<file path="src/rtl/two_queue_priority_runway_arbiter_defines.svh">
// ----------------------------------------------------------------------------
// two_queue_priority_runway_arbiter_defines
// Assertion macros for the two-queue priority arbiter, empty in synthesis.
// ----------------------------------------------------------------------------
`ifndef TWO_QUEUE_PRIORITY_RUNWAY_ARBITER_DEFINES_SVH
`define TWO_QUEUE_PRIORITY_RUNWAY_ARBITER_DEFINES_SVH

`ifndef SYNTHESIS
// same-cycle implication
`define TQPRA_ASSERT_SAME(label, clk, rst_n, ante, cons, msg) \
  label: assert property (@(posedge clk) disable iff (!rst_n) (ante) |-> (cons)) \
    else $error(msg);
// next-cycle implication
`define TQPRA_ASSERT_NEXT(label, clk, rst_n, ante, cons, msg) \
  label: assert property (@(posedge clk) disable iff (!rst_n) (ante) |=> (cons)) \
    else $error(msg);
`else
`define TQPRA_ASSERT_SAME(label, clk, rst_n, ante, cons, msg)
`define TQPRA_ASSERT_NEXT(label, clk, rst_n, ante, cons, msg)
`endif

`endif

</file>
<file path="src/rtl/tqpra_pkg.sv">
// ----------------------------------------------------------------------------
// tqpra_pkg
// Shared types, constants and saturating arithmetic of the arbiter.
// ----------------------------------------------------------------------------
package tqpra_pkg;

  localparam int LIMIT_W = 5;
  localparam int ID_W    = 16;
  localparam int TIME_W  = 32;
  localparam int CNT_W   = 32;
  localparam int TOT_W   = 48;
  localparam int IN_W    = 56;   // 2 + 16 + 32, padded to bytes
  localparam int OUT_W   = 376;  // 371 bits of fields, padded to bytes

  localparam logic [LIMIT_W-1:0] LIMIT_RESET = 5'd16;

  localparam logic [1:0] MODE_HIGH_REQ = 2'd0;
  localparam logic [1:0] MODE_LOW_REQ  = 2'd1;

  typedef enum logic [2:0] {
    OUT_ACCEPTED    = 3'd0,
    OUT_REFUSED     = 3'd1,
    OUT_SERVED_HIGH = 3'd2,
    OUT_SERVED_LOW  = 3'd3,
    OUT_IDLE        = 3'd4
  } outcome_t;

  typedef enum logic [1:0] {
    CMD_PUSH_HIGH,
    CMD_PUSH_LOW,
    CMD_TICK
  } cmd_kind_t;

  typedef struct packed {
    logic [ID_W-1:0]   id;
    logic [TIME_W-1:0] arrival;
  } entry_t;

  typedef struct packed {
    cmd_kind_t         kind;
    logic [ID_W-1:0]   id;
    logic [TIME_W-1:0] now;
  } cmd_t;

  typedef struct packed {
    logic push;
    logic pop;
  } q_ctl_t;

  typedef struct packed {
    logic has_room;
    logic not_empty;
  } q_sts_t;

  typedef struct packed {
    logic [CNT_W-1:0] idle_ticks;
    logic [TOT_W-1:0] low_wait_total;
    logic [TOT_W-1:0] high_wait_total;
    logic [CNT_W-1:0] low_served;
    logic [CNT_W-1:0] high_served;
    logic [CNT_W-1:0] low_refused;
    logic [CNT_W-1:0] high_refused;
    logic [CNT_W-1:0] low_requests;
    logic [CNT_W-1:0] high_requests;
  } stats_t;

  function automatic logic [CNT_W-1:0] sat_inc(input logic [CNT_W-1:0] v);
    return (v == '1) ? v : v + CNT_W'(1);
  endfunction

  function automatic logic [TOT_W-1:0] sat_add(input logic [TOT_W-1:0] t,
                                               input logic [TIME_W-1:0] a);
    logic [TOT_W:0] s;
    s = {1'b0, t} + {{(TOT_W+1-TIME_W){1'b0}}, a};
    return s[TOT_W] ? '1 : s[TOT_W-1:0];
  endfunction

endpackage

</file>
<file path="src/rtl/two_queue_priority_runway_arbiter.sv">
// ----------------------------------------------------------------------------
// two_queue_priority_runway_arbiter
// Strict-priority two-queue arbiter with admission limit and statistics.
// ----------------------------------------------------------------------------
//   channel  direction  handshake              payload
//   in_      slave      in_tvalid/in_tready    mode, item_id, now
//   out_     master     out_tvalid/out_tready  outcome, served id/wait, stats
//   cfg_     slave      cfg_valid/cfg_ready    admission limit
//
// A request or an idle tick is executed in the S_IDLE state; a tick that
// serves an entry also passes through S_SERVE, where the registered read of
// the class queue memory arrives. Commands pass through the input register
// and the two-entry command queue. Reset is synchronous and needs no clearing pass. The
// result register holds while out_tready is low; the front keeps accepting
// until the command queue fills.
// ----------------------------------------------------------------------------
`include "two_queue_priority_runway_arbiter_defines.svh"

module two_queue_priority_runway_arbiter #(
  parameter int QUEUE_DEPTH = 16
) (
  input  logic                                clk,
  input  logic                                rst_n,
  input  logic                                in_tvalid,
  output logic                                in_tready,
  // mode[1:0], item_id[17:2], now[49:18], zero pad
  input  logic [tqpra_pkg::IN_W-1:0]          in_tdata,
  output logic                                out_tvalid,
  input  logic                                out_tready,
  // outcome[2:0], served_id[18:3], served_wait[50:19], high_requests[82:51],
  // low_requests[114:83], high_refused[146:115], low_refused[178:147],
  // high_served[210:179], low_served[242:211], high_wait_total[290:243],
  // low_wait_total[338:291], idle_ticks[370:339], zero pad
  output logic [tqpra_pkg::OUT_W-1:0]         out_tdata,
  input  logic                                cfg_valid,
  output logic                                cfg_ready,
  input  logic [tqpra_pkg::LIMIT_W-1:0]       cfg_data
);
  import tqpra_pkg::*;

  logic [LIMIT_W-1:0] limit_r;
  logic               cmd_wr;
  cmd_t               cmd_in;
  logic               cmd_full;
  logic               cmd_pop;
  logic               cmd_valid;
  cmd_t               cmd_head;
  q_ctl_t             hi_ctl;
  q_ctl_t             lo_ctl;
  q_sts_t             hi_sts;
  q_sts_t             lo_sts;
  entry_t             wr_entry;
  entry_t             hi_rd;
  entry_t             lo_rd;
  outcome_t           outcome;
  logic [ID_W-1:0]    served_id;
  logic [TIME_W-1:0]  served_wait;
  stats_t             stats;

  assign cfg_ready = 1'b1;

  always_ff @(posedge clk) begin
    if (!rst_n) begin
      limit_r <= LIMIT_RESET;
    end else if (cfg_valid && cfg_ready) begin
      limit_r <= cfg_data;
    end
  end

  tqpra_front u_front (
    .clk       (clk),
    .rst_n     (rst_n),
    .in_tvalid (in_tvalid),
    .in_tready (in_tready),
    .in_tdata  (in_tdata),
    .cmd_wr    (cmd_wr),
    .cmd_out   (cmd_in),
    .cmd_full  (cmd_full)
  );

  tqpra_cmd_fifo u_cmd_fifo (
    .clk      (clk),
    .rst_n    (rst_n),
    .wr_en    (cmd_wr),
    .wr_data  (cmd_in),
    .full     (cmd_full),
    .rd_en    (cmd_pop),
    .rd_valid (cmd_valid),
    .rd_data  (cmd_head)
  );

  tqpra_class_queue #(.QUEUE_DEPTH(QUEUE_DEPTH)) u_high_q (
    .clk      (clk),
    .rst_n    (rst_n),
    .ctl      (hi_ctl),
    .wr_entry (wr_entry),
    .limit    (limit_r),
    .sts      (hi_sts),
    .rd_entry (hi_rd)
  );

  tqpra_class_queue #(.QUEUE_DEPTH(QUEUE_DEPTH)) u_low_q (
    .clk      (clk),
    .rst_n    (rst_n),
    .ctl      (lo_ctl),
    .wr_entry (wr_entry),
    .limit    (limit_r),
    .sts      (lo_sts),
    .rd_entry (lo_rd)
  );

  tqpra_back u_back (
    .clk         (clk),
    .rst_n       (rst_n),
    .cmd_valid   (cmd_valid),
    .cmd         (cmd_head),
    .cmd_pop     (cmd_pop),
    .hi_ctl      (hi_ctl),
    .lo_ctl      (lo_ctl),
    .wr_entry    (wr_entry),
    .hi_sts      (hi_sts),
    .lo_sts      (lo_sts),
    .hi_rd       (hi_rd),
    .lo_rd       (lo_rd),
    .out_valid   (out_tvalid),
    .out_ready   (out_tready),
    .outcome     (outcome),
    .served_id   (served_id),
    .served_wait (served_wait),
    .stats       (stats)
  );

  assign out_tdata = {5'b0, stats, served_wait, served_id, outcome};

  `TQPRA_ASSERT_SAME(a_no_pop_empty, clk, rst_n, hi_ctl.pop || lo_ctl.pop, (hi_ctl.pop && hi_sts.not_empty) || (lo_ctl.pop && lo_sts.not_empty), "pop from an empty class queue")
  `TQPRA_ASSERT_SAME(a_no_push_full, clk, rst_n, hi_ctl.push || lo_ctl.push, (hi_ctl.push && hi_sts.has_room) || (lo_ctl.push && lo_sts.has_room), "push into a class queue without room")
  `TQPRA_ASSERT_SAME(a_one_queue_op, clk, rst_n, 1'b1, $onehot0({hi_ctl, lo_ctl}), "more than one queue operation in a cycle")
  `TQPRA_ASSERT_SAME(a_zero_limit, clk, rst_n, limit_r == '0, !hi_sts.has_room && !lo_sts.has_room, "room reported under a zero limit")
  `TQPRA_ASSERT_NEXT(a_serve_slot, clk, rst_n, hi_ctl.pop || lo_ctl.pop, !out_tvalid, "result register busy while a tick is served")

endmodule

</file>
<file path="src/rtl/tqpra_front.sv">
// ----------------------------------------------------------------------------
// tqpra_front
// Input register: takes stream items and classifies them into commands.
// ----------------------------------------------------------------------------
module tqpra_front (
  input  logic                     clk,
  input  logic                     rst_n,
  input  logic                     in_tvalid,
  output logic                     in_tready,
  input  logic [tqpra_pkg::IN_W-1:0] in_tdata,
  output logic                     cmd_wr,
  output tqpra_pkg::cmd_t          cmd_out,
  input  logic                     cmd_full
);
  import tqpra_pkg::*;

  logic vld_r;
  logic vld_nxt;
  cmd_t cmd_r;
  cmd_t cmd_nxt;
  logic take;

  assign in_tready = !vld_r || !cmd_full;
  assign take      = in_tvalid && in_tready;
  assign cmd_wr    = vld_r && !cmd_full;
  assign cmd_out   = cmd_r;

  always_comb begin
    vld_nxt = vld_r && cmd_full;
    cmd_nxt = cmd_r;
    if (take) begin
      vld_nxt     = 1'b1;
      cmd_nxt.id  = in_tdata[17:2];
      cmd_nxt.now = in_tdata[49:18];
      case (in_tdata[1:0])
        MODE_HIGH_REQ: cmd_nxt.kind = CMD_PUSH_HIGH;
        MODE_LOW_REQ:  cmd_nxt.kind = CMD_PUSH_LOW;
        default:       cmd_nxt.kind = CMD_TICK;  // unused mode serves as a tick
      endcase
    end
  end

  always_ff @(posedge clk) begin
    if (!rst_n) begin
      vld_r <= 1'b0;
    end else begin
      vld_r <= vld_nxt;
    end
  end

  always_ff @(posedge clk) begin
    cmd_r <= cmd_nxt;
  end

endmodule

</file>
<file path="src/rtl/tqpra_cmd_fifo.sv">
// ----------------------------------------------------------------------------
// tqpra_cmd_fifo
// Two-entry command queue between the front and the back.
// ----------------------------------------------------------------------------
module tqpra_cmd_fifo (
  input  logic            clk,
  input  logic            rst_n,
  input  logic            wr_en,
  input  tqpra_pkg::cmd_t wr_data,
  output logic            full,
  input  logic            rd_en,
  output logic            rd_valid,
  output tqpra_pkg::cmd_t rd_data
);
  import tqpra_pkg::*;

  localparam int DEPTH = 2;

  cmd_t       ent_r [DEPTH];
  logic       wp_r;
  logic       rp_r;
  logic [1:0] cnt_r;

  assign full     = (cnt_r == 2'(DEPTH));
  assign rd_valid = (cnt_r != 2'd0);
  assign rd_data  = ent_r[rp_r];

  always_ff @(posedge clk) begin
    if (!rst_n) begin
      wp_r  <= 1'b0;
      rp_r  <= 1'b0;
      cnt_r <= 2'd0;
    end else begin
      if (wr_en) begin
        wp_r <= wp_r + 1'b1;
      end
      if (rd_en) begin
        rp_r <= rp_r + 1'b1;
      end
      case ({wr_en, rd_en})
        2'b10:   cnt_r <= cnt_r + 2'd1;
        2'b01:   cnt_r <= cnt_r - 2'd1;
        default: cnt_r <= cnt_r;
      endcase
    end
  end

  always_ff @(posedge clk) begin
    if (wr_en) begin
      ent_r[wp_r] <= wr_data;
    end
  end

endmodule

</file>
<file path="src/rtl/tqpra_class_queue.sv">
// ----------------------------------------------------------------------------
// tqpra_class_queue
// One bounded class queue: entry memory with registered read, head, tail
// and fill count with admission against the configured limit.
// ----------------------------------------------------------------------------
module tqpra_class_queue #(
  parameter int QUEUE_DEPTH = 16
) (
  input  logic                            clk,
  input  logic                            rst_n,
  input  tqpra_pkg::q_ctl_t               ctl,
  input  tqpra_pkg::entry_t               wr_entry,
  input  logic [tqpra_pkg::LIMIT_W-1:0]   limit,
  output tqpra_pkg::q_sts_t               sts,
  output tqpra_pkg::entry_t               rd_entry
);
  import tqpra_pkg::*;

  localparam int PW   = (QUEUE_DEPTH > 1) ? $clog2(QUEUE_DEPTH) : 1;
  localparam int CW   = $clog2(QUEUE_DEPTH + 1);
  localparam int CMPW = (CW > LIMIT_W) ? CW : LIMIT_W;

  entry_t        mem [QUEUE_DEPTH];
  logic [PW-1:0] head_r;
  logic [PW-1:0] tail_r;
  logic [CW-1:0] cnt_r;
  entry_t        rd_r;

  function automatic logic [PW-1:0] wrap_inc(input logic [PW-1:0] p);
    return (p == PW'(QUEUE_DEPTH - 1)) ? '0 : p + PW'(1);
  endfunction

  assign sts.not_empty = (cnt_r != '0);
  assign sts.has_room  = (CMPW'(cnt_r) < CMPW'(limit)) && (cnt_r < CW'(QUEUE_DEPTH));
  assign rd_entry      = rd_r;

  always_ff @(posedge clk) begin
    if (!rst_n) begin
      head_r <= '0;
      tail_r <= '0;
      cnt_r  <= '0;
    end else begin
      if (ctl.push) begin
        tail_r <= wrap_inc(tail_r);
      end
      if (ctl.pop) begin
        head_r <= wrap_inc(head_r);
      end
      case ({ctl.push, ctl.pop})
        2'b10:   cnt_r <= cnt_r + CW'(1);
        2'b01:   cnt_r <= cnt_r - CW'(1);
        default: cnt_r <= cnt_r;
      endcase
    end
  end

  always_ff @(posedge clk) begin
    if (ctl.push) begin
      mem[tail_r] <= wr_entry;
    end
    if (ctl.pop) begin
      rd_r <= mem[head_r];
    end
  end

endmodule

</file>
<file path="src/rtl/tqpra_back.sv">
// ----------------------------------------------------------------------------
// tqpra_back
// Command executor: admits requests, serves ticks by strict priority,
// keeps the saturating statistics and holds the result register.
// ----------------------------------------------------------------------------
module tqpra_back (
  input  logic                              clk,
  input  logic                              rst_n,
  input  logic                              cmd_valid,
  input  tqpra_pkg::cmd_t                   cmd,
  output logic                              cmd_pop,
  output tqpra_pkg::q_ctl_t                 hi_ctl,
  output tqpra_pkg::q_ctl_t                 lo_ctl,
  output tqpra_pkg::entry_t                 wr_entry,
  input  tqpra_pkg::q_sts_t                 hi_sts,
  input  tqpra_pkg::q_sts_t                 lo_sts,
  input  tqpra_pkg::entry_t                 hi_rd,
  input  tqpra_pkg::entry_t                 lo_rd,
  output logic                              out_valid,
  input  logic                              out_ready,
  output tqpra_pkg::outcome_t               outcome,
  output logic [tqpra_pkg::ID_W-1:0]        served_id,
  output logic [tqpra_pkg::TIME_W-1:0]      served_wait,
  output tqpra_pkg::stats_t                 stats
);
  import tqpra_pkg::*;

  typedef enum logic {
    S_IDLE,
    S_SERVE
  } state_t;

  state_t              state_r, state_nxt;
  logic                out_valid_r, out_valid_nxt;
  outcome_t            outcome_r, outcome_nxt;
  logic [ID_W-1:0]     sid_r, sid_nxt;
  logic [TIME_W-1:0]   wait_r, wait_nxt;
  stats_t              stats_r, stats_nxt;
  logic [TIME_W-1:0]   now_r, now_nxt;
  logic                serve_hi_r, serve_hi_nxt;

  logic                slot_free;
  entry_t              head_ent;
  logic [TIME_W-1:0]   wait_calc;

  assign slot_free   = !out_valid_r || out_ready;
  assign head_ent    = serve_hi_r ? hi_rd : lo_rd;
  assign wait_calc   = now_r - head_ent.arrival;
  assign wr_entry    = '{id: cmd.id, arrival: cmd.now};

  assign out_valid   = out_valid_r;
  assign outcome     = outcome_r;
  assign served_id   = sid_r;
  assign served_wait = wait_r;
  assign stats       = stats_r;

  always_comb begin
    state_nxt     = state_r;
    out_valid_nxt = out_valid_r && !out_ready;
    outcome_nxt   = outcome_r;
    sid_nxt       = sid_r;
    wait_nxt      = wait_r;
    stats_nxt     = stats_r;
    now_nxt       = now_r;
    serve_hi_nxt  = serve_hi_r;
    cmd_pop       = 1'b0;
    hi_ctl        = '0;
    lo_ctl        = '0;
    case (state_r)
      S_IDLE: begin
        if (cmd_valid && slot_free) begin
          cmd_pop  = 1'b1;
          sid_nxt  = '0;
          wait_nxt = '0;
          case (cmd.kind)
            CMD_PUSH_HIGH: begin
              out_valid_nxt           = 1'b1;
              stats_nxt.high_requests = sat_inc(stats_r.high_requests);
              if (hi_sts.has_room) begin
                hi_ctl.push = 1'b1;
                outcome_nxt = OUT_ACCEPTED;
              end else begin
                stats_nxt.high_refused = sat_inc(stats_r.high_refused);
                outcome_nxt            = OUT_REFUSED;
              end
            end
            CMD_PUSH_LOW: begin
              out_valid_nxt          = 1'b1;
              stats_nxt.low_requests = sat_inc(stats_r.low_requests);
              if (lo_sts.has_room) begin
                lo_ctl.push = 1'b1;
                outcome_nxt = OUT_ACCEPTED;
              end else begin
                stats_nxt.low_refused = sat_inc(stats_r.low_refused);
                outcome_nxt           = OUT_REFUSED;
              end
            end
            default: begin
              now_nxt = cmd.now;
              if (hi_sts.not_empty) begin
                hi_ctl.pop   = 1'b1;
                serve_hi_nxt = 1'b1;
                state_nxt    = S_SERVE;
              end else if (lo_sts.not_empty) begin
                lo_ctl.pop   = 1'b1;
                serve_hi_nxt = 1'b0;
                state_nxt    = S_SERVE;
              end else begin
                out_valid_nxt        = 1'b1;
                stats_nxt.idle_ticks = sat_inc(stats_r.idle_ticks);
                outcome_nxt          = OUT_IDLE;
              end
            end
          endcase
        end
      end
      S_SERVE: begin
        // head entry arrives from the queue memory this cycle
        out_valid_nxt = 1'b1;
        sid_nxt       = head_ent.id;
        wait_nxt      = wait_calc;
        state_nxt     = S_IDLE;
        if (serve_hi_r) begin
          outcome_nxt               = OUT_SERVED_HIGH;
          stats_nxt.high_served     = sat_inc(stats_r.high_served);
          stats_nxt.high_wait_total = sat_add(stats_r.high_wait_total, wait_calc);
        end else begin
          outcome_nxt              = OUT_SERVED_LOW;
          stats_nxt.low_served     = sat_inc(stats_r.low_served);
          stats_nxt.low_wait_total = sat_add(stats_r.low_wait_total, wait_calc);
        end
      end
      default: state_nxt = S_IDLE;
    endcase
  end

  always_ff @(posedge clk) begin
    if (!rst_n) begin
      state_r     <= S_IDLE;
      out_valid_r <= 1'b0;
      outcome_r   <= OUT_ACCEPTED;
      sid_r       <= '0;
      wait_r      <= '0;
      stats_r     <= '0;
      now_r       <= '0;
      serve_hi_r  <= 1'b0;
    end else begin
      state_r     <= state_nxt;
      out_valid_r <= out_valid_nxt;
      outcome_r   <= outcome_nxt;
      sid_r       <= sid_nxt;
      wait_r      <= wait_nxt;
      stats_r     <= stats_nxt;
      now_r       <= now_nxt;
      serve_hi_r  <= serve_hi_nxt;
    end
  end

endmodule

</file>
<file path="config.mk">
export PLATFORM = sky130hd
export DESIGN_NAME = two_queue_priority_runway_arbiter
export DESIGN_NICKNAME = d
export VERILOG_FILES = /design/src/rtl/tqpra_pkg.sv /design/src/rtl/two_queue_priority_runway_arbiter.sv /design/src/rtl/tqpra_front.sv /design/src/rtl/tqpra_cmd_fifo.sv /design/src/rtl/tqpra_class_queue.sv /design/src/rtl/tqpra_back.sv
export VERILOG_INCLUDE_DIRS = /design/src /design/src/rtl
export SDC_FILE = /design/constraint.sdc
export NUM_CORES = 2
export LEC_CHECK = 0
export BUFFER_PORTS_ARGS = -buffer_cell sky130_fd_sc_hd__buf_2
export CORE_MARGIN = 3
export CORE_UTILIZATION = 30
export DETAILED_ROUTE_END_ITERATION = 16
export PLACE_DENSITY = 0.42
export SETUP_SLACK_MARGIN = 0.5
export SKIP_LAST_GASP = 1
export SYNTH_ARGS = -nofsm -noshare
export SYNTH_HDL_FRONTEND = slang
export SYNTH_SLANG_ARGS = --single-unit
export TNS_END_PERCENT = 1
</file>
<file path="constraint.sdc">
create_clock -name clk -period 7 [get_ports clk]
set_clock_uncertainty 0.2 [all_clocks]
set_input_delay 1.05 -clock clk [delete_from_list [all_inputs] [get_ports clk]]
set_output_delay 1.05 -clock clk [all_outputs]
set_load 0.005 [all_outputs]
</file>
==> metrics.txt <==
CTS Buf Count=266; Period minus WS final=between 6 and 7 ns; gr busiest metal=met2; Synth Area in XOR/XNOR=0.0263; Storage cell area=between 60000 and 70000 µm²; row count=200; Post-Place Worst Slack=a little over 0.2 ns; Area after DPL=97600 µm²; Mapped Area=approximately 90000 µm²; top_reg_cell synth=edfxtp_1; Hold Buf Count CTS=0; power density over cell area=307 nW/µm²; TNS Setup=0 ns; chip width=553 µm; status=complete, no violations; I/O pins=approximately 450; post-route cell area=around 110000 µm²; Seq/Total Area, Yosys=0.694; Sequential Power Share=0.476; Worst EP required=around 7.5 ns; antenna violations before repair=18; Syn Area/Cell=around 17 µm²; CTS tree=yes; max cap viols=0; Die Y=~550 µm; Initial Util=0.302; largest family of logic cells by synthesized area=multiplexers; Worst Hold Class=primary input to flop; cell count after synthesis=5393; M2 GR Usage=0.285; port bufs=approximately 430; Clk Latency, worst-skew pair=0.87 ns; Worst slew margin=0.240; Clk pwr share=0.404; Psw=8430 µW; Yosys warnings=0; drt via density=about 5.1; drt pass-1 iters=5; # H-tree levels=5; largest net degree at the start of global routing=95; vias in the first global route=between 50000 and 60000; drt total wl=about 280 mm; share of cells above drive strength 1=0.255; CTS Buffer Depth=4; GP Congestion=about 0.85; grt ovf=0; Synth Area in Compound Gates=0.0487; Fillers=about 28000; via count of the routed design=51200; Synth cell types=roughly 90; Layout Nets=6177; setup ws final=between 0.7 and 0.8 ns; placed insts=9638; GRT Total Usage=0.177; most common cell after layout, fill and taps aside=edfxtp_1; clk slew on worst S/H paths=about 0.06 ns; Static Leak=between 0.03 and 0.04 µW; Core Footprint=~300000 µm²; GR Layer Usage met1=0.249; CP Max Fanout=9; Yosys reg bits=~2200; Internal=roughly 24000 µW; Worst-Margin Slew=1.14 ns; Post-synth EDFFs=1782; ANT nets after route=0; fin crit share=0.893; Setup crit end kind=flop; Net Sw Frac=0.259; mux contribution to synthesized area=0.135; maximum vdd ir drop=0.178 mV; first-iteration detailed-routing DRC count=between 4000 and 5000; Non-Filler Instances=10100; grt met3 use=0.0350; logic gate share of total power=0.121; Final HPWL DP=170 mm; CTS root buf=clkbuf_16; wire length per cell=27.5 µm; final hold vios=0; max-slew violations=0; simple-gate area share of the yosys netlist=0.0617; achievable clock frequency=approximately 160 MHz; worst path arrival time=between 6 and 7 ns; die area=306000 µm²; Multi-input gate area=between 20000 and 30000 µm²; critical path startpoint category=flop; Synth async-reset ratio=0; clk sinks=around 2200; Layout Area Growth over Synthesis=17.9%; unrepaired setup endpoints after global routing=true; DR DRC count=0; kind of critical path=flop to flop; adder and majority cell fraction of the synthesized area=0.0202; first-pass GRT wire length=a little under 400 mm; most frequent cells in the layout=1782 x edfxtp_1, 480 x mux4_2, 432 x dfxtp_1; # setup viols final=0
-- worst paths after layout --
kind	startpoint	end	slack, ns	cells past startpoint
hold / removal	in_tdata[26]	u_front.cmd_out[8]	0.15	1
setup / recovery	u_back.serve_hi_r	u_back.stats[229]	0.75	22
hold reg to reg	u_front.cmd_out[37]	u_cmd_fifo.ent_r[0][37]	0.24	0
setup reg to reg	u_back.serve_hi_r	u_back.stats[229]	0.75	22
-- logic make-up after synthesis --
kind of cell / count (synthesis)
buffers and inverters: 313
AND/OR/NAND/NOR: 1139
AO/OA/AOI/OAI: 700
other: 2
flip-flops: 2225
XOR/XNOR: 270
adder cells (fa/ha/maj): 142
multiplexers: 602
-- cell type report --
class | count | share of cell area
flip-flops and latches | 2225 | 0.589
multi-input cells | 2859 | 0.251
clock buffers | 353 | 0.0689
well taps | 3939 | 0.0465
repair buffers | 557 | 0.0330
clock inverters | 117 | 0.00846
inverters | 60 | 0.00220
diodes | 2 | 0.0000473
-- power by group through the flow --
stage	sequential, µW	clock [µW]	combinational, µW
4_1_cts	15500	13600	3990
6_report	15500	13100	3930
5_1_grt	15500	14100	4330
3_5_place_dp	15800	0	3970
3_3_place_gp	15800	0	3920
2_1_floorplan	15700	0	2420
-- through the flow --
step	utilization	hold slack [ns]	total power, µW
after floorplan	-	0.221	18100
after detailed placement	0.328	0.229	19700
after global placement	0.328	0.222	19700
after global routing	0.356	0.0854	34000
final	0.356	0.153	32600
after CTS	0.355	0.0584	33100
-- cells in the mapped netlist, drive strengths merged (21+ instances only) --
master	count	area share
mux4	480	0.12
xnor2	125	0.012
a31oi	55	0.0039
a21o	64	0.0053
a21oi	233	0.013
nor2	352	0.015
inv	60	0.0025
ha	137	0.019
edfxtp	1782	0.60
nand4	63	0.0045
or3	62	0.0043
o21ai	172	0.0096
a22oi	27	0.0023
nor3	74	0.0041
nand2b	27	0.0019
xor2	145	0.014
nand2	282	0.012
mux2	67	0.0084
and2	30	0.0021
clkbuf	188	0.0079
and4	38	0.0038
dfxtp	443	0.099
nand3	93	0.0052
and3	56	0.0040
a211oi	21	0.0018
mux2i	55	0.0061
buf	65	0.0033
-- state kept, by name, summed over array words and instances, names as in the netlist, 16 cells and up, named ones only --
| name | flops |
|---|---|
| u_high_q.mem | 768 |
| u_low_q.mem | 768 |
| u_back.stats | 320 |
| u_cmd_fifo.ent_r | 100 |
| u_front.cmd_out | 50 |
| u_high_q.rd_entry | 48 |
| u_low_q.rd_entry | 48 |
| u_back.now_r | 32 |
| u_back.served_wait | 32 |
| u_back.served_id | 16 |
-- repair_timing --
action                                  CTS  global route
buffers inserted                          0             2
gates cloned                              0             0
endpoints found under the setup margin   19            89
gates resized for setup                   2            23
-- layer usage --
layer / wire (µm) / vias up
li1: - / 22500
met1: 127000 / 27000
met2: 130000 / 1404
met3: 16100 / 361
met4: 5250 / 18
met5: 121 / -
-- worst max-delay path, stage by stage (launching register included) --
cell and delay, ns:
dfxtp_4 0.37, buf_6 0.20, mux2i_2 0.29, inv_1 0.09, fa_1 0.42, nor2b_1 0.21, o2111ai_2 0.20, a21bo_2 0.28
a211oi_1 0.30, nor2_1 0.16, o311a_2 0.52, o21bai_1 0.25, xor2_2 0.32, ha_1 0.37, a21oi_1 0.24, o21ai_0 0.16
a21oi_1 0.18, o21a_1 0.14, o21ai_1 0.11, buf_4 0.20, a31oi_1 0.50, o22ai_1 0.17, a32o_1 0.23
No activity file was read; power rests on OpenSTA's default activity.
